[src/hdl/tfl_pkg.sv]
package tfl_pkg;

   localparam logic [7:0] CHAR_SPACE      = 8'h20;
   localparam logic [7:0] CHAR_LF         = 8'h0A;
   localparam logic [7:0] CHAR_CR         = 8'h0D;
   localparam logic [7:0] CHAR_HEADER     = 8'h3E;
   localparam logic [7:0] END_CHAR        = 8'h7F;
   localparam logic [7:0] VDP_REG         = 8'h07;
   localparam logic [7:0] ZERO_BYTE       = 8'h00;
   localparam logic [7:0] COLOUR_RESET    = 8'h17;
   localparam logic [7:0] MAX_LINES_RESET = 8'd148;

   localparam logic [5:0] LAST_CHAR_COLUMN = 6'd38;
   localparam logic [5:0] PAD_LAST_COLUMN  = 6'd39;
   localparam logic [5:0] TAIL_END_COLUMN  = 6'd38;
   localparam logic [5:0] TAIL_GAP_COLUMN  = 6'd39;
   localparam logic [5:0] TAIL_ZERO0_COLUMN = 6'd40;
   localparam logic [5:0] TAIL_ZERO1_COLUMN = 6'd41;
   localparam logic [5:0] TAIL_REG_COLUMN  = 6'd42;
   localparam logic [5:0] TAIL_LAST_COLUMN = 6'd43;

   typedef enum logic [1:0] {
      MODE_TEXT   = 2'd0,
      MODE_BREAK  = 2'd1,
      MODE_HEADER = 2'd2
   } mode_type;

   typedef enum logic [1:0] {
      SEL_SPACE = 2'd0,
      SEL_CHAR  = 2'd1,
      SEL_TAIL  = 2'd2
   } byte_sel_type;

   typedef enum logic [1:0] {
      COL_HOLD = 2'd0,
      COL_INC  = 2'd1,
      COL_CLR  = 2'd2,
      COL_ONE  = 2'd3
   } col_op_type;

   typedef struct packed {
      logic         load;
      logic         decode;
      logic         emit;
      byte_sel_type byte_sel;
      logic         last;
      logic         done;
      col_op_type   col_op;
      logic         lines_inc;
      logic         finish;
   } cmd_type;

   typedef struct packed {
      logic finished;
      logic is_eof;
      logic newline;
      logic text_go;
      logic col_zero;
      logic col_last_char;
      logic col_pad_end;
      logic col_tail_end;
      logic limit_hit;
      logic out_free;
   } status_type;

endpackage

[src/hdl/tfl_datapath.sv]
module tfl_datapath (
   input  logic                clock,
   input  logic                reset,
   input  logic [7:0]          req_tdata,   // text_byte
   input  logic                req_tuser,   // op
   input  logic                csr_tvalid,
   output logic                csr_tready,
   input  logic [7:0]          csr_tdata,   // max_line_count
   input  tfl_pkg::cmd_type    cmd,
   output tfl_pkg::status_type status,
   output logic                rsp_tvalid,
   input  logic                rsp_tready,
   output logic [7:0]          rsp_tdata,   // out_byte
   output logic                rsp_tlast,
   output logic                rsp_tuser    // text_done
);

   logic [7:0]        max_lines_ff, max_lines_in;
   tfl_pkg::mode_type mode_ff, mode_in;
   logic [7:0]        colour_ff, colour_in;
   logic [5:0]        column_ff, column_in;
   logic [7:0]        lines_ff, lines_in;
   logic              first_ff, first_in;
   logic              finished_ff, finished_in;
   logic              op_ff, op_in;
   logic [7:0]        byte_ff, byte_in;
   logic              rsp_valid_ff, rsp_valid_in;
   logic [7:0]        rsp_data_ff, rsp_data_in;
   logic              rsp_last_ff, rsp_last_in;
   logic              rsp_done_ff, rsp_done_in;

   logic              newline;
   logic              is_hex;
   logic [3:0]        hex_val;
   logic              header_exit;
   tfl_pkg::mode_type eff_mode;
   logic [7:0]        tail_byte;
   logic [7:0]        emit_byte;
   logic              out_free;

   assign csr_tready = 1'b1;
   assign out_free   = !rsp_valid_ff || rsp_tready;
   assign newline    = (byte_ff == tfl_pkg::CHAR_LF) || (byte_ff == tfl_pkg::CHAR_CR);

   always_comb begin
      is_hex  = 1'b0;
      hex_val = byte_ff[3:0];
      if (byte_ff inside {[8'h30:8'h39]}) begin
         is_hex = 1'b1;
      end else if (byte_ff inside {[8'h41:8'h46], [8'h61:8'h66]}) begin
         is_hex  = 1'b1;
         hex_val = byte_ff[3:0] + 4'd9;
      end
   end

   assign header_exit = (mode_ff == tfl_pkg::MODE_HEADER) && first_ff
                        && (byte_ff != tfl_pkg::CHAR_HEADER);

   always_comb begin
      case (mode_ff)
         tfl_pkg::MODE_HEADER: begin
            eff_mode = header_exit ? tfl_pkg::MODE_TEXT : tfl_pkg::MODE_HEADER;
         end
         tfl_pkg::MODE_BREAK: begin
            eff_mode = tfl_pkg::MODE_TEXT;
         end
         tfl_pkg::MODE_TEXT: begin
            eff_mode = tfl_pkg::MODE_TEXT;
         end
         default: begin
            eff_mode = mode_ff;
         end
      endcase
   end

   always_comb begin
      case (column_ff)
         tfl_pkg::TAIL_END_COLUMN:   tail_byte = tfl_pkg::END_CHAR;
         tfl_pkg::TAIL_GAP_COLUMN:   tail_byte = tfl_pkg::CHAR_SPACE;
         tfl_pkg::TAIL_ZERO0_COLUMN: tail_byte = tfl_pkg::ZERO_BYTE;
         tfl_pkg::TAIL_ZERO1_COLUMN: tail_byte = tfl_pkg::ZERO_BYTE;
         tfl_pkg::TAIL_REG_COLUMN:   tail_byte = tfl_pkg::VDP_REG;
         tfl_pkg::TAIL_LAST_COLUMN:  tail_byte = colour_ff;
         default:                    tail_byte = tfl_pkg::CHAR_SPACE;
      endcase
   end

   always_comb begin
      case (cmd.byte_sel)
         tfl_pkg::SEL_CHAR: emit_byte = byte_ff;
         tfl_pkg::SEL_TAIL: emit_byte = tail_byte;
         default:           emit_byte = tfl_pkg::CHAR_SPACE;
      endcase
   end

   always_comb begin
      status.finished      = finished_ff;
      status.is_eof        = op_ff;
      status.newline       = newline;
      status.text_go       = !newline && (eff_mode == tfl_pkg::MODE_TEXT);
      status.col_zero      = (column_ff == 6'd0);
      status.col_last_char = (column_ff == tfl_pkg::LAST_CHAR_COLUMN);
      status.col_pad_end   = (column_ff == tfl_pkg::PAD_LAST_COLUMN);
      status.col_tail_end  = (column_ff == tfl_pkg::TAIL_LAST_COLUMN);
      status.limit_hit     = (lines_ff >= max_lines_ff);
      status.out_free      = out_free;
   end

   always_comb begin
      max_lines_in = max_lines_ff;
      mode_in      = mode_ff;
      colour_in    = colour_ff;
      column_in    = column_ff;
      lines_in     = lines_ff;
      first_in     = first_ff;
      finished_in  = finished_ff;
      op_in        = op_ff;
      byte_in      = byte_ff;
      rsp_valid_in = rsp_valid_ff;
      rsp_data_in  = rsp_data_ff;
      rsp_last_in  = rsp_last_ff;
      rsp_done_in  = rsp_done_ff;

      if (csr_tvalid) begin
         max_lines_in = csr_tdata;
      end
      if (cmd.load) begin
         op_in   = req_tuser;
         byte_in = req_tdata;
      end
      if (cmd.decode && !finished_ff && !op_ff) begin
         first_in = 1'b0;
         mode_in  = newline ? tfl_pkg::MODE_BREAK : eff_mode;
         if (!newline && (mode_ff == tfl_pkg::MODE_HEADER) && !header_exit && is_hex) begin
            colour_in = {colour_ff[3:0], hex_val};
         end
      end
      case (cmd.col_op)
         tfl_pkg::COL_INC: column_in = column_ff + 6'd1;
         tfl_pkg::COL_CLR: column_in = 6'd0;
         tfl_pkg::COL_ONE: column_in = 6'd1;
         default:          column_in = column_ff;
      endcase
      if (cmd.lines_inc) begin
         lines_in = lines_ff + 8'd1;
      end
      if (cmd.finish) begin
         finished_in = 1'b1;
      end
      if (cmd.emit) begin
         rsp_valid_in = 1'b1;
         rsp_data_in  = emit_byte;
         rsp_last_in  = cmd.last;
         rsp_done_in  = cmd.done;
      end else if (rsp_tready) begin
         rsp_valid_in = 1'b0;
      end
   end

   always_ff @(posedge clock) begin
      if (reset) begin
         max_lines_ff <= tfl_pkg::MAX_LINES_RESET;
         mode_ff      <= tfl_pkg::MODE_HEADER;
         colour_ff    <= tfl_pkg::COLOUR_RESET;
         column_ff    <= 6'd0;
         lines_ff     <= 8'd0;
         first_ff     <= 1'b1;
         finished_ff  <= 1'b0;
         rsp_valid_ff <= 1'b0;
      end else begin
         max_lines_ff <= max_lines_in;
         mode_ff      <= mode_in;
         colour_ff    <= colour_in;
         column_ff    <= column_in;
         lines_ff     <= lines_in;
         first_ff     <= first_in;
         finished_ff  <= finished_in;
         rsp_valid_ff <= rsp_valid_in;
      end
   end

   always_ff @(posedge clock) begin
      op_ff       <= op_in;
      byte_ff     <= byte_in;
      rsp_data_ff <= rsp_data_in;
      rsp_last_ff <= rsp_last_in;
      rsp_done_ff <= rsp_done_in;
   end

   assign rsp_tvalid = rsp_valid_ff;
   assign rsp_tdata  = rsp_data_ff;
   assign rsp_tlast  = rsp_last_ff;
   assign rsp_tuser  = rsp_done_ff;

   emit_needs_room: assert property (@(posedge clock) disable iff (reset)
      cmd.emit |-> out_free)
      else $error("emit while output register held");

   column_in_range: assert property (@(posedge clock) disable iff (reset)
      column_ff <= tfl_pkg::TAIL_LAST_COLUMN)
      else $error("column out of range");

   silent_after_tail: assert property (@(posedge clock) disable iff (reset)
      finished_ff |-> !cmd.emit)
      else $error("emit after tail");

   done_is_last: assert property (@(posedge clock) disable iff (reset)
      (cmd.emit && cmd.done) |=> (rsp_tvalid && rsp_tlast && rsp_tuser))
      else $error("closing colour byte not marked last");

endmodule

[src/hdl/tfl_controller.sv]
module tfl_controller (
   input  logic                clock,
   input  logic                reset,
   input  logic                req_tvalid,
   output logic                req_tready,
   input  tfl_pkg::status_type status,
   output tfl_pkg::cmd_type    cmd
);

   typedef enum logic [6:0] {
      ST_IDLE   = 7'b0000001,
      ST_DECODE = 7'b0000010,
      ST_PAD    = 7'b0000100,
      ST_OPEN   = 7'b0001000,
      ST_CHAR   = 7'b0010000,
      ST_WRAP   = 7'b0100000,
      ST_TAIL   = 7'b1000000
   } state_type;

   state_type state_ff, state_in;

   assign req_tready = (state_ff == ST_IDLE);

   always_comb begin
      state_in      = state_ff;
      cmd.load      = 1'b0;
      cmd.decode    = 1'b0;
      cmd.emit      = 1'b0;
      cmd.byte_sel  = tfl_pkg::SEL_SPACE;
      cmd.last      = 1'b0;
      cmd.done      = 1'b0;
      cmd.col_op    = tfl_pkg::COL_HOLD;
      cmd.lines_inc = 1'b0;
      cmd.finish    = 1'b0;
      case (state_ff)
         ST_IDLE: begin
            if (req_tvalid) begin
               cmd.load = 1'b1;
               state_in = ST_DECODE;
            end
         end
         ST_DECODE: begin
            cmd.decode = 1'b1;
            if (status.finished) begin
               state_in = ST_IDLE;
            end else if (status.is_eof) begin
               state_in = ST_TAIL;
            end else if (status.newline) begin
               state_in = status.col_zero ? ST_IDLE : ST_PAD;
            end else if (status.text_go) begin
               state_in = status.col_zero ? ST_OPEN : ST_CHAR;
            end else begin
               state_in = ST_IDLE;
            end
         end
         ST_PAD: begin
            if (status.out_free) begin
               cmd.emit = 1'b1;
               if (status.col_pad_end) begin
                  cmd.last   = 1'b1;
                  cmd.col_op = tfl_pkg::COL_CLR;
                  state_in   = ST_IDLE;
               end else begin
                  cmd.col_op = tfl_pkg::COL_INC;
               end
            end
         end
         ST_OPEN: begin
            if (status.out_free) begin
               cmd.emit   = 1'b1;
               cmd.col_op = tfl_pkg::COL_ONE;
               if (status.limit_hit) begin
                  state_in = ST_TAIL;
               end else begin
                  cmd.lines_inc = 1'b1;
                  state_in      = ST_CHAR;
               end
            end
         end
         ST_CHAR: begin
            if (status.out_free) begin
               cmd.emit     = 1'b1;
               cmd.byte_sel = tfl_pkg::SEL_CHAR;
               cmd.col_op   = tfl_pkg::COL_INC;
               cmd.last     = !status.col_last_char;
               state_in     = status.col_last_char ? ST_WRAP : ST_IDLE;
            end
         end
         ST_WRAP: begin
            if (status.out_free) begin
               cmd.emit   = 1'b1;
               cmd.last   = 1'b1;
               cmd.col_op = tfl_pkg::COL_CLR;
               state_in   = ST_IDLE;
            end
         end
         ST_TAIL: begin
            if (status.out_free) begin
               cmd.emit     = 1'b1;
               cmd.byte_sel = tfl_pkg::SEL_TAIL;
               if (status.col_tail_end) begin
                  cmd.last   = 1'b1;
                  cmd.done   = 1'b1;
                  cmd.finish = 1'b1;
                  state_in   = ST_IDLE;
               end else begin
                  cmd.col_op = tfl_pkg::COL_INC;
               end
            end
         end
         default: begin
            state_in = ST_IDLE;
         end
      endcase
   end

   always_ff @(posedge clock) begin
      if (reset) begin
         state_ff <= ST_IDLE;
      end else begin
         state_ff <= state_in;
      end
   end

   load_only_idle: assert property (@(posedge clock) disable iff (reset)
      cmd.load |=> (state_ff == ST_DECODE))
      else $error("load not followed by decode");

   last_returns_idle: assert property (@(posedge clock) disable iff (reset)
      (cmd.emit && cmd.last) |=> req_tready)
      else $error("last result not followed by idle");

   no_emit_in_idle: assert property (@(posedge clock) disable iff (reset)
      req_tready |-> !cmd.emit)
      else $error("emit while accepting");

endmodule

[src/hdl/text_to_fixed_width_lines_core.sv]
// Rewrites a text byte stream as 40-byte display lines: a leading space, up to 38 text bytes,
// then a closing space on wrap or space padding on CR/LF, with an optional '>' header line whose
// hex digits set the colour byte; end of file or exceeding max_line_count emits the tail
// (spaces to column 38, 0x7F, space, 0x00, 0x00, 0x07, colour) and all later input is dropped.
// An input transaction is taken while idle and decoded in the next cycle, and then each result byte
// leaves through the single output register at one per cycle while rsp_tready is high, giving
// from 0 to 44 results per item; the next item is accepted on the cycle after the last result is
// loaded. csr_tready is always high; write it only when idle.
module text_to_fixed_width_lines_core (
   input  logic       clock,
   input  logic       reset,
   input  logic       req_tvalid,
   output logic       req_tready,
   input  logic [7:0] req_tdata,   // [7:0] text_byte
   input  logic       req_tuser,   // [0] op
   input  logic       csr_tvalid,
   output logic       csr_tready,
   input  logic [7:0] csr_tdata,   // [7:0] max_line_count
   output logic       rsp_tvalid,
   input  logic       rsp_tready,
   output logic [7:0] rsp_tdata,   // [7:0] out_byte
   output logic       rsp_tlast,
   output logic       rsp_tuser    // [0] text_done
);

   tfl_pkg::cmd_type    cmd;
   tfl_pkg::status_type status;

   tfl_controller u_controller (
      .clock      (clock),
      .reset      (reset),
      .req_tvalid (req_tvalid),
      .req_tready (req_tready),
      .status     (status),
      .cmd        (cmd)
   );

   tfl_datapath u_datapath (
      .clock      (clock),
      .reset      (reset),
      .req_tdata  (req_tdata),
      .req_tuser  (req_tuser),
      .csr_tvalid (csr_tvalid),
      .csr_tready (csr_tready),
      .csr_tdata  (csr_tdata),
      .cmd        (cmd),
      .status     (status),
      .rsp_tvalid (rsp_tvalid),
      .rsp_tready (rsp_tready),
      .rsp_tdata  (rsp_tdata),
      .rsp_tlast  (rsp_tlast),
      .rsp_tuser  (rsp_tuser)
   );

endmodule
[config.mk]
export PLATFORM = sky130hd
export DESIGN_NAME = text_to_fixed_width_lines_core
export DESIGN_NICKNAME = d
export VERILOG_FILES = /design/src/hdl/tfl_pkg.sv /design/src/hdl/tfl_datapath.sv /design/src/hdl/tfl_controller.sv /design/src/hdl/text_to_fixed_width_lines_core.sv
export SDC_FILE = /design/constraint.sdc
export NUM_CORES = 1
export LEC_CHECK = 0
export BUFFER_PORTS_ARGS = -buffer_cell sky130_fd_sc_hd__buf_2
export CAP_MARGIN = 10
export CORE_MARGIN = 4
export CORE_UTILIZATION = 45
export DETAILED_ROUTE_END_ITERATION = 16
export PLACE_DENSITY = 0.68
export SETUP_SLACK_MARGIN = 0.4
export SLEW_MARGIN = 10
export SYNTH_ARGS = -nofsm -noshare
export SYNTH_HDL_FRONTEND = slang
export SYNTH_SLANG_ARGS = --single-unit
[constraint.sdc]
create_clock -name clock -period 3.15 [get_ports clock]
set_input_delay 0.315 -clock clock [delete_from_list [all_inputs] [get_ports clock]]
set_output_delay 0.315 -clock clock [all_outputs]
set_load 0.1 [all_outputs]
### Yosys cells after proc, flatten, opt, wreduce, memory -nomap -nowiden

Cells that the tools add are included.

| word-level totals | value |
|---|---|
| register bits | 61 |
| input bits | 22 |
| output and inout bits | 13 |
| word-level logic and storage cells | 139 |

| cells by class | value |
|---|---|
| $add $sub $neg | 3 |
| order comparisons | 7 |
| equality and inequality tests | 31 |
| muxes and demuxes | 53 |
| reduce and logical (&&, ||, !) cells | 31 |

Operators by type and width:

| kind | number |
|---|---|
| 7-bit two-way mux | 14 |
| 7-bit case mux with 7 select lines | 1 |
| 6-bit == test, second input constant | 6 |
| 8-bit case mux with 4 select lines | 1 |
| 6-bit case mux with 3 select lines | 1 |
| 1-bit two-way mux | 17 |
| 8-bit by 4-bit == test with 1-bit output, second input constant | 2 |
| 8-bit by 7-bit greater-or-equal comparator with 1-bit output, second input constant | 2 |
| 8-bit by 7-bit <= comparator with 1-bit output, second input constant | 2 |
| 8-bit case mux with 2 select lines | 1 |
| 2-bit two-way mux | 6 |
| 4-bit two-way mux | 3 |
| 1-bit logical AND | 11 |
| 2-bit by 1-bit inequality test with 1-bit output, second input constant | 5 |
| 2-bit case mux with 5 select lines | 1 |
| 8-bit by 1-bit adder with 8-bit output, second input constant | 1 |
| 2-bit == test, second input constant | 4 |
| 8-bit by 6-bit greater-or-equal comparator with 1-bit output, second input constant | 1 |
| 8-bit greater-or-equal comparator | 1 |
| 8-bit by 6-bit <= comparator with 1-bit output, second input constant | 1 |
| 8-bit by 6-bit inequality test with 1-bit output, second input constant | 1 |
| 2-bit case mux with 2 select lines | 2 |
| 8-bit AND reduction | 1 |
| 7-bit by 1-bit == test with 1-bit output, second input constant | 1 |
| other kinds (24) | 39 |

### Longest topological paths before layout

Gate-level depths: netlist of the first run.

| logic depth | value |
|---|---|
| word-level depth | 12 |
| mapped depth | 10 |
| mapped depth without buffers | 9 |

### Cells and area by module

A second synthesis of the first run with hierarchy kept.

| second synthesis, totals | value |
|---|---|
| cell total of the unflattened synthesis | 374 |
| area total of the unflattened synthesis | 3,405.8 um^2 |

Modules (own cells, without submodules):

| module | instances | cells an instance | area an instance (um^2) | seq. area each (um^2) |
|---|---|---|---|---|
| tfl_datapath | 1 | 276 | 2,743.9 | 1,271.2 |
| tfl_controller | 1 | 98 | 661.9 | 140.1 |

### Worst setup path after synthesis of the first run

Ideal clock, no wire load.

| timing | value |
|---|---|
| path kind | register to register |
| start point | register u_datapath.lines_ff[0] |
| end point | register u_datapath.lines_ff[3] |
| library setup time | 0.121 ns |
| data arrival time | 2.398 ns |
| required time | 3.029 ns |
| path slack | 0.632 ns |
| stages on the path, launching flop included | 10 |
| buffers on the path | 1 |
| period minus slack after synthesis | 2.518 ns |
| path through | dfxtp_1 > inv_1 > ha_1 > nand2b_1 > a2111o_1 > a31oi_1 > nor2b_1 > clkbuf_1 > and4_1 > mux2_2 |

| between the ends | value |
|---|---|
| word-level cells in the longest chain between the ends | 4 |
| elaborated cells between the ends (all ways) | 5 |
| those cells by class | 1 x add/sub; 1 x order compare; 3 x mux |

RTL lines:

| item | RTL line | RTL |
|---|---|---|
| start, declared | tfl_datapath.sv:22 | `logic [7:0] lines_ff, lines_in;` |
| start signal, assigned | tfl_datapath.sv:175 | `lines_ff <= lines_in;` |
| 8-bit greater-or-equal comparator | tfl_datapath.sv:105 | `status.limit_hit = (lines_ff >= max_lines_ff);` |
| 1-bit two-way mux | tfl_controller.sv:72 | `if (status.limit_hit) begin` |
| 3-bit two-way mux | tfl_controller.sv:69 | `if (status.out_free) begin` |
| 1-bit two-way mux | tfl_controller.sv:35 | `case (state_ff)` |

Several ways; a longest one is shown, not always the timed one.
A chain may end at the register's enable or synchronous reset.

### Worst setup path in the final report of the first run

| timing | value |
|---|---|
| start point | register u_datapath.lines_ff[0] |
| end point | register u_datapath.lines_ff[6] |

The elaborated chain is that of the path after synthesis.

==> out/results.txt, run 1 <==
Unique cell type count in the Yosys netlist: 62
Via count: 2754
Iter 0 DRT Violations: 118
Met3 global-route usage: 0.0510
Fin crit period: 2.64 ns
CTS Sinks: 61
Final setup skew: 0.00906 ns
Gr usage total: 0.174
Max FO, Critical Path: 6
Overall routed net length: 7180 µm
XOR/XNOR Fraction of Synth Area: 0.0206
Critical Path AT: 2.86 ns
# setup viols final: 0
Initial antenna violation count: 0
Placeable Area: 7290 µm²
Vias/cell: 5.43
Reg clk slew, reported paths: 0.07 ns
GRT Max-Usage Layer: met2
Met1 Use GR: 0.208
Hpwl dp: 5310 µm
Mux share of post-synthesis cell area: 0.0622
Hold_ws: 0.148 ns
Max-cap violation count: 0
NetSw: 738 µW
FMAX: 379 MHz
Setup TNS: 0 ns
PwrDens: 542 nW/µm²
EDFF count, synth: 19
CTS tree: yes
Final std cells w/o fill: 507
H-tree depth: 3
CTS Buffer Depth: 2
P_leak: 0.00152 µW
Setup crit end kind: flip-flop
Root Driver: clkbuf_8
Slew margin rel.: 0.484
CTS buffer count: 9
Vias in the first global route: 2707
Commonest non-fill, non-tap cells in the layout: dfxtp_1 (42), nor2_1 (38), buf_2 (33)
Pin slew with the least headroom to its limit: 0.772 ns
Top FF cell, synth: dfxtp_1
CP required: 3.37 ns
Synth async-reset ratio: 0
Clock power share: 0.281
Dominant combinational cell family by area after synthesis: simple AND/OR/NAND/NOR gates
Wire per inst: 14.2 µm
Hold Path Class: input port to flip-flop
Initial Util: 0.466
Area fraction in compound gates after synthesis: 0.159
DRT antenna net count: 0
Cell Int Power: 1330 µW
Max-slew violations: 0
IO buf count: 33
Die Y: 94.9 µm
First-pass GRT wire length: 12300 µm
Overflow after GRT: 0
Yosys reg bits: 61
Crit path launch type: flip-flop
Sequential Power Share: 0.467
Cell area after synthesis: 3400 µm²
Sw frac: 0.356
Total power: 2070 µW
Synth Area in Adders: 0.0699
Die extent in x: 94.9 µm
Largest net degree at the start of global routing: 34
Hold Violations, Final: 0
Status: completed
Area Overhead vs Synth: 12.5%
GR Util met2: 0.298
Synth Net Count: 412
Comb pwr share: 0.252
Die ar.: 9010 µm²
Clk_lat worst skew: 0.34 ns
Synthesized instance count: 371
Share of layout cells above drive strength 1: 0.174
Syn_area_per_cell: 9.16 µm²
Layout Nets: 444
RSZ-0062 raised after global routing: no
Layout fillers: 732
Synth Area in Simple Gates: 0.228
Ports: 35
Worst Path Class, Setup: flip-flop to flip-flop
Placed cell count: 490
Gpl congestion: 0.894
Ys Warns: 0
VDD IR max: 0.000295 V
# DRC: 0
Cell row count: 31
# diodes: 0
Final Cycle Share: 0.839
Register area share after synthesis: 0.415
Commonest non-fill, non-tap cell in the layout: dfxtp_1
1st-pass router iterations: 4
-- through the flow --
step / setup slack, ns / util / cell area (µm²)
2_1_floorplan: 0.632 / - / 3400
3_3_place_gp: 0.522 / 0.499 / 3640
3_5_place_dp: 0.399 / 0.499 / 3640
4_1_cts: 0.464 / 0.521 / 3800
5_1_grt: 0.416 / 0.525 / 3820
6_report: 0.508 / 0.525 / 3820
-- worst paths after layout --
check | from | end | slack (ns) | depth (start not counted)
worst min-delay path | req_tdata[1] | u_datapath.byte_ff[1]$_DFFE_PP_ | 0.15 | 1
worst max-delay path | u_datapath.lines_ff[0]$_SDFFE_PP0P_ | u_datapath.lines_ff[6]$_SDFFE_PP0P_ | 0.51 | 8
worst max register to register | u_datapath.lines_ff[0]$_SDFFE_PP0P_ | u_datapath.lines_ff[6]$_SDFFE_PP0P_ | 0.51 | 8
worst min register to register | u_datapath.first_ff$_SDFFE_PP1P_ | u_datapath.first_ff$_SDFFE_PP1P_ | 0.44 | 2
-- Yosys cell counts, types with 2 or more instances --
| cell | n | area (µm²) |
|---|---|---|
| nand4_1 | 3 | 18.8 |
| nor2b_1 | 16 | 100 |
| nor4b_1 | 2 | 17.5 |
| xor2_1 | 6 | 52.6 |
| clkbuf_1 | 10 | 37.5 |
| a21oi_1 | 22 | 110 |
| mux2_2 | 5 | 56.3 |
| or3b_2 | 3 | 26.3 |
| and3_1 | 8 | 50.1 |
| or3_1 | 2 | 12.5 |
| nor4_1 | 3 | 18.8 |
| edfxtp_1 | 19 | 571 |
| xnor2_1 | 2 | 17.5 |
| o21ai_0 | 15 | 75.1 |
| and3b_1 | 2 | 17.5 |
| nor3_1 | 5 | 25.0 |
| nor3b_1 | 2 | 15.0 |
| mux2i_1 | 14 | 140 |
| dfxtp_1 | 42 | 841 |
| nand2b_1 | 10 | 62.6 |
| and2_1 | 2 | 12.5 |
| a31o_2 | 2 | 17.5 |
| a31oi_1 | 5 | 31.3 |
| nor2_1 | 38 | 143 |
| ha_1 | 19 | 238 |
| o21a_1 | 3 | 22.5 |
| o211ai_1 | 15 | 113 |
| buf_1 | 3 | 11.3 |
| a21o_1 | 2 | 15.0 |
| nand3_1 | 9 | 45.0 |
| inv_1 | 21 | 78.8 |
| and4_1 | 3 | 26.3 |
| nand2_1 | 29 | 109 |
-- per-layer routing --
metal  part of all wire  wire length, µm
met5                  0                0
met4              0.015              106
met3              0.048              341
met2               0.48             3470
met1               0.45             3260
-- logic make-up after synthesis --
| kind of cell | after synthesis |
|---|---|
| compound gates | 80 |
| xor+xnor | 8 |
| fa+ha+maj | 19 |
| buf+inv | 37 |
| flops | 61 |
| mux | 20 |
| other cells | 1 |
| simple gates | 145 |
-- layout make-up --
cell class | instances | area [µm²] | share of cell area
clock buffers | 11 | 131 | 0.0343
clock inverters | 5 | 27.5 | 0.00720
flip-flops and latches | 61 | 1410 | 0.369
well taps | 99 | 124 | 0.0324
repair buffers | 37 | 208 | 0.0543
inverters | 21 | 78.8 | 0.0206
multi-input cells | 273 | 1840 | 0.482
-- flip-flops by register name, indices dropped and copies added (netlist names), 2 cells and up --
register                 cells
u_datapath.lines_ff          8
u_datapath.mode_ff           2
u_datapath.colour_ff         8
u_controller.state_ff        7
u_datapath.rsp_tdata         8
u_datapath.byte_ff           8
u_datapath.column_ff         6
u_datapath.max_lines_ff      8
-- power by group through the flow --
stage / logic [µW] / clock network (µW) / registers (µW)
floorplan: 393 / 0 / 992
CTS: 524 / 604 / 966
finish: 523 / 582 / 968
global route: 574 / 645 / 978
detailed placement: 522 / 0 / 983
global placement: 515 / 0 / 982
-- timing repair --
item	CTS	global route
hold buffers	0	0
endpoints found under the setup margin	4	14
gates resized for setup	1	2
buffers inserted	0	1
endpoints found under the hold margin	0	0
pin swaps	0	1
-- worst max-delay path: stages, from the launching register on --
cell      delay (ns)
dfxtp_1         0.43
inv_1           0.07
ha_1            0.28
nand2b_1        0.15
a2111o_1        0.42
a31oi_1         0.32
or4b_2          0.65
xor2_1          0.16
nor2_1          0.05
(Power assumes the default switching activity.)
==> run 2, diff against run 1 <==
--- a/config.mk
+++ b/config.mk
@@ -5,12 +5,13 @@
 export SDC_FILE = /design/constraint.sdc
 export NUM_CORES = 1
 export LEC_CHECK = 0
+export ABC_AREA = 1
 export BUFFER_PORTS_ARGS = -buffer_cell sky130_fd_sc_hd__buf_2
 export CAP_MARGIN = 10
 export CORE_MARGIN = 4
 export CORE_UTILIZATION = 45
 export DETAILED_ROUTE_END_ITERATION = 16
-export PLACE_DENSITY = 0.68
+export PLACE_DENSITY = 0.7
 export SETUP_SLACK_MARGIN = 0.4
 export SLEW_MARGIN = 10
 export SYNTH_ARGS = -nofsm -noshare
==> constraint.sdc (replaced) <==
create_clock -name clock -period 2.2 [get_ports clock]
set_input_delay 0.22 -clock clock [delete_from_list [all_inputs] [get_ports clock]]
set_output_delay 0.22 -clock clock [all_outputs]
set_load 0.1 [all_outputs]
==> run 2 against run 1 <==
Compared with the run above:
- hold slack got worse by 0.095 ns
- register-to-register slack worse by 0.06 ns
- total power is 33% higher
- die area increased by 2.1%
- sequential share of layout area decreased by 3.1 points
- synthesized cell count increased by 24%
- clock skew up 0.0020 ns
- clock power increased by 82%
- final cell count up 22%
- wire length increased by 12%
- setup slack worse by 0.060 ns
- highest routed layer unchanged
==> out/results.txt, run 2 <==
RSZ-0062 raised after global routing: yes (was no)
PwrDens: 654 nW/µm² (was 542 nW/µm²)
Top cell by count, worst path: nand2_2
Max-cap violation count: 0 (unchanged)
Die ar.: 9190 µm² (was 9010 µm²)
Fin crit period: 1.75 ns (was 2.64 ns)
Ports: 35 (unchanged)
Ys Warns: 0 (unchanged)
IO buf count: 33 (unchanged)
Crit path launch type: flip-flop (unchanged)
Comb pwr share: 0.159 (was 0.252)
P_leak: 0.00187 µW (was 0.00152 µW)
Hold Buf Count CTS: 0 (unchanged)
Root Driver: clkbuf_8 (unchanged)
CP required: 2.43 ns (was 3.37 ns)
VDD IR max: 0.000347 V (was 0.000295 V)
Placeable Area: 7370 µm² (was 7290 µm²)
# setup viols final: 0 (unchanged)
1st-pass router iterations: 4 (unchanged)
CTS Buffer Depth: 2 (unchanged)
Unique cell type count in the Yosys netlist: 36 (was 62)
Pin slew with the least headroom to its limit: 0.864 ns (was 0.772 ns)
Final Cycle Share: 0.796 (was 0.839)
Initial Util: 0.472 (was 0.466)
Worst Path Class, Setup: flip-flop to flip-flop (unchanged)
Crit-path cells: inv_2 > ha_2 > nand2_2 > nor2_1 > nor2_2 > nand2_2 > nand2_4 > buf_4 > nand3b_4 > a21oi_2 > nand2_1 (was inv_1 > ha_1 > nand2b_1 > a2111o_1 > a31oi_1 > or4b_2 > xor2_1 > nor2_1)
Clock power share: 0.387 (was 0.281)
Clk_lat worst skew: 0.34 ns (about the same)
Layout Nets: 555 (was 444)
Slowest-stage cell, CP: edfxtp_1 (was or4b_2)
Synth Net Count: 502 (was 412)
EDFF count, synth: 19 (unchanged)
Overflow after GRT: 0 (unchanged)
Wire per inst: 13.0 µm (was 14.2 µm)
Hold Violations, Final: 0 (unchanged)
Max FO, Critical Path: 6 (unchanged)
Setup TNS: 0 ns (unchanged)
Setup crit end kind: flip-flop (unchanged)
Largest net degree at the start of global routing: 25 (was 34)
Synth area leaders: dfxtp_1 (24%), edfxtp_1 (16%), nand2_1 (11%) (was dfxtp_1 (25%), edfxtp_1 (17%), ha_1 (7.0%))
Commonest non-fill, non-tap cells in the layout: nand2_1 (97), nor2_1 (49), inv_1 (45) (was dfxtp_1 (42), nor2_1 (38), buf_2 (33))
CTS tree: yes (unchanged)
Worst r2r path cells: 11 (was 8)
Vias in the first global route: 2955 (was 2707)
CTS Sinks: 61 (unchanged)
Cell Int Power: 1980 µW (was 1330 µW)
Commonest cells in the netlist: nand2_1 (103), nor2_1 (53), inv_1 (52), dfxtp_1 (42), a21oi_1 (40) (was dfxtp_1 (42), nor2_1 (38), nand2_1 (29), a21oi_1 (22), inv_1 (21))
Syn_area_per_cell: 7.54 µm² (was 9.16 µm²)
First-pass GRT wire length: 13100 µm (was 12300 µm)
Final std cells w/o fill: 618 (was 507)
Gr usage total: 0.183 (was 0.174)
Sw frac: 0.280 (was 0.356)
Share of layout cells above drive strength 1: 0.258 (was 0.174)
Initial antenna violation count: 0 (unchanged)
Via count: 3105 (was 2754)
Gpl congestion: 0.888 (was 0.894)
Area Overhead vs Synth: 20.8% (was 12.5%)
Levels on crit path: 11 (was 8)
Placed cell count: 586 (was 490)
Die extent in x: 95.9 µm (was 94.9 µm)
Sequential Power Share: 0.454 (was 0.467)
CTS buffer count: 9 (unchanged)
Crit-path max cell delay: 0.42 ns (was 0.65 ns)
Overall routed net length: 8020 µm (was 7180 µm)
Cell family with most CP delay: simple AND/OR/NAND/NOR gates (unchanged)
Iter 0 DRT Violations: 182 (was 118)
Hpwl dp: 5500 µm (was 5310 µm)
Synth async-reset ratio: 0 (unchanged)
Register area share after synthesis: 0.406 (was 0.415)
Synthesized instance count: 461 (was 371)
Buffers plus inverters on the worst setup path: 2 (was 1)
Final setup skew: 0.0111 ns (was 0.00906 ns)
Most frequent cell after synthesis: nand2_1 (was dfxtp_1)
Die Y: 95.9 µm (was 94.9 µm)
Max-slew violations: 0 (unchanged)
Layout fillers: 689 (was 732)
Commonest non-fill, non-tap cell in the layout: nand2_1 (was dfxtp_1)
Status: completed (unchanged)
# DRC: 0 (unchanged)
# diodes: 0 (unchanged)
Cell row count: 31 (unchanged)
Top FF cell, synth: dfxtp_1 (unchanged)
Reg clk slew, reported paths: 0.07 ns (about the same)
NetSw: 769 µW (was 738 µW)
Yosys reg bits: 61 (unchanged)
FMAX: 571 MHz (was 379 MHz)
Hold_ws: 0.0524 ns (was 0.148 ns)
Total power: 2750 µW (was 2070 µW)
Hold Path Class: input port to flip-flop (unchanged)
Area share of the largest cell type after synthesis: 0.242 (was 0.247)
Cell area after synthesis: 3480 µm² (was 3400 µm²)
DRT antenna net count: 0 (unchanged)
Synth area leader: dfxtp_1 (unchanged)
Worst Hold Depth: 1 (unchanged)
H-tree depth: 3 (unchanged)
Vias/cell: 5.02 (was 5.43)
Critical Path AT: 1.99 ns (was 2.86 ns)
Slew margin rel.: 0.423 (was 0.484)
[run 2: changes by cell type after synthesis, sizes merged, moves of 10 or more]
cell	change
nand2	+80
inv	+42
nand3	+29
nor2	+26
a21oi	+19
nor2b	-16
mux2i	-14
o211ai	-13
o21ai	+11
nand2b	-10
[run 2: cell type report]
| type | count | area (µm²) | area share |
|---|---|---|---|
| multi-input combinational | 328 | 1900 | 0.452 |
| sequential | 61 | 1420 | 0.338 |
| timing repair buffer | 50 | 308 | 0.0733 |
| inverter | 64 | 245 | 0.0584 |
| clock buffer | 10 | 128 | 0.0304 |
| tap | 99 | 124 | 0.0295 |
| clock inverter | 6 | 77.6 | 0.0185 |
[run 2: through the flow]
step / utilization / area (µm²) / setup WS, ns
4_1_cts: 0.540 / 3980 / 0.359
5_1_grt: 0.570 / 4200 / 0.308
2_1_floorplan: - / 3490 / 0.405
3_3_place_gp: 0.508 / 3740 / 0.337
3_5_place_dp: 0.508 / 3740 / 0.254
6_report: 0.570 / 4200 / 0.448
[run 2: logic make-up (layout without fill, tap and decap cells)]
family                     count (synthesis)  in the layout  synth area share
xor gates and xnor gates                   6              6            0.0151
DFF                                       61             61             0.406
buffers and inverters                     73            130            0.0835
adders and majority gates                 19             19            0.0684
AOI/OAI and AO/OA                         72             72             0.111
other                                      1              1           0.00108
and+or+nand+nor                          229            230             0.315
[run 2: repair_timing]
action,4_1_cts,5_1_grt
buffers inserted,3,12
gates resized for setup,4,40
pin swaps,0,19
cloned,0,1
endpoints found under the setup margin,19,43
[run 2: layer usage]
| metal | vias up | track usage | wire [µm] |
|---|---|---|---|
| met5 | - | 0 | 0 |
| met4 | 0 | 0.0699 | 121 |
| met3 | 11 | 0.0422 | 345 |
| met2 | 60 | 0.298 | 3890 |
| met1 | 1431 | 0.234 | 3670 |
| li1 | 1603 | - | - |
[run 2: path summary, 6_finish.rpt]
path	to	slack [ns]	from
max	u_datapath.colour_ff[2]$_SDFFE_PP1P_	0.45	u_datapath.byte_ff[0]$_DFFE_PP_
min	u_datapath.byte_ff[0]$_DFFE_PP_	0.05	req_tdata[0]
max reg2reg	u_datapath.colour_ff[2]$_SDFFE_PP1P_	0.45	u_datapath.byte_ff[0]$_DFFE_PP_
min reg2reg	u_datapath.max_lines_ff[3]$_SDFFE_PP0P_	0.46	u_datapath.max_lines_ff[3]$_SDFFE_PP0P_
[run 2: worst register-to-register path: stages, from the launching register on]
cell and delay [ns]:
edfxtp_1 0.42, inv_2 0.09, ha_2 0.19, nand2_2 0.07, nor2_1 0.05, nor2_2 0.14, nand2_2 0.13, nand2_4 0.10
buf_4 0.11, nand3b_4 0.13, a21oi_2 0.17, nand2_1 0.06
[run 2: power by group through the flow]
stage | clock network, µW | registers [µW] | logic, µW
4_1_cts | 1090 | 1240 | 379
5_1_grt | 1150 | 1250 | 481
6_report | 1060 | 1250 | 435
3_5_place_dp | 0 | 1270 | 361
2_1_floorplan | 0 | 1300 | 242
3_3_place_gp | 0 | 1270 | 357
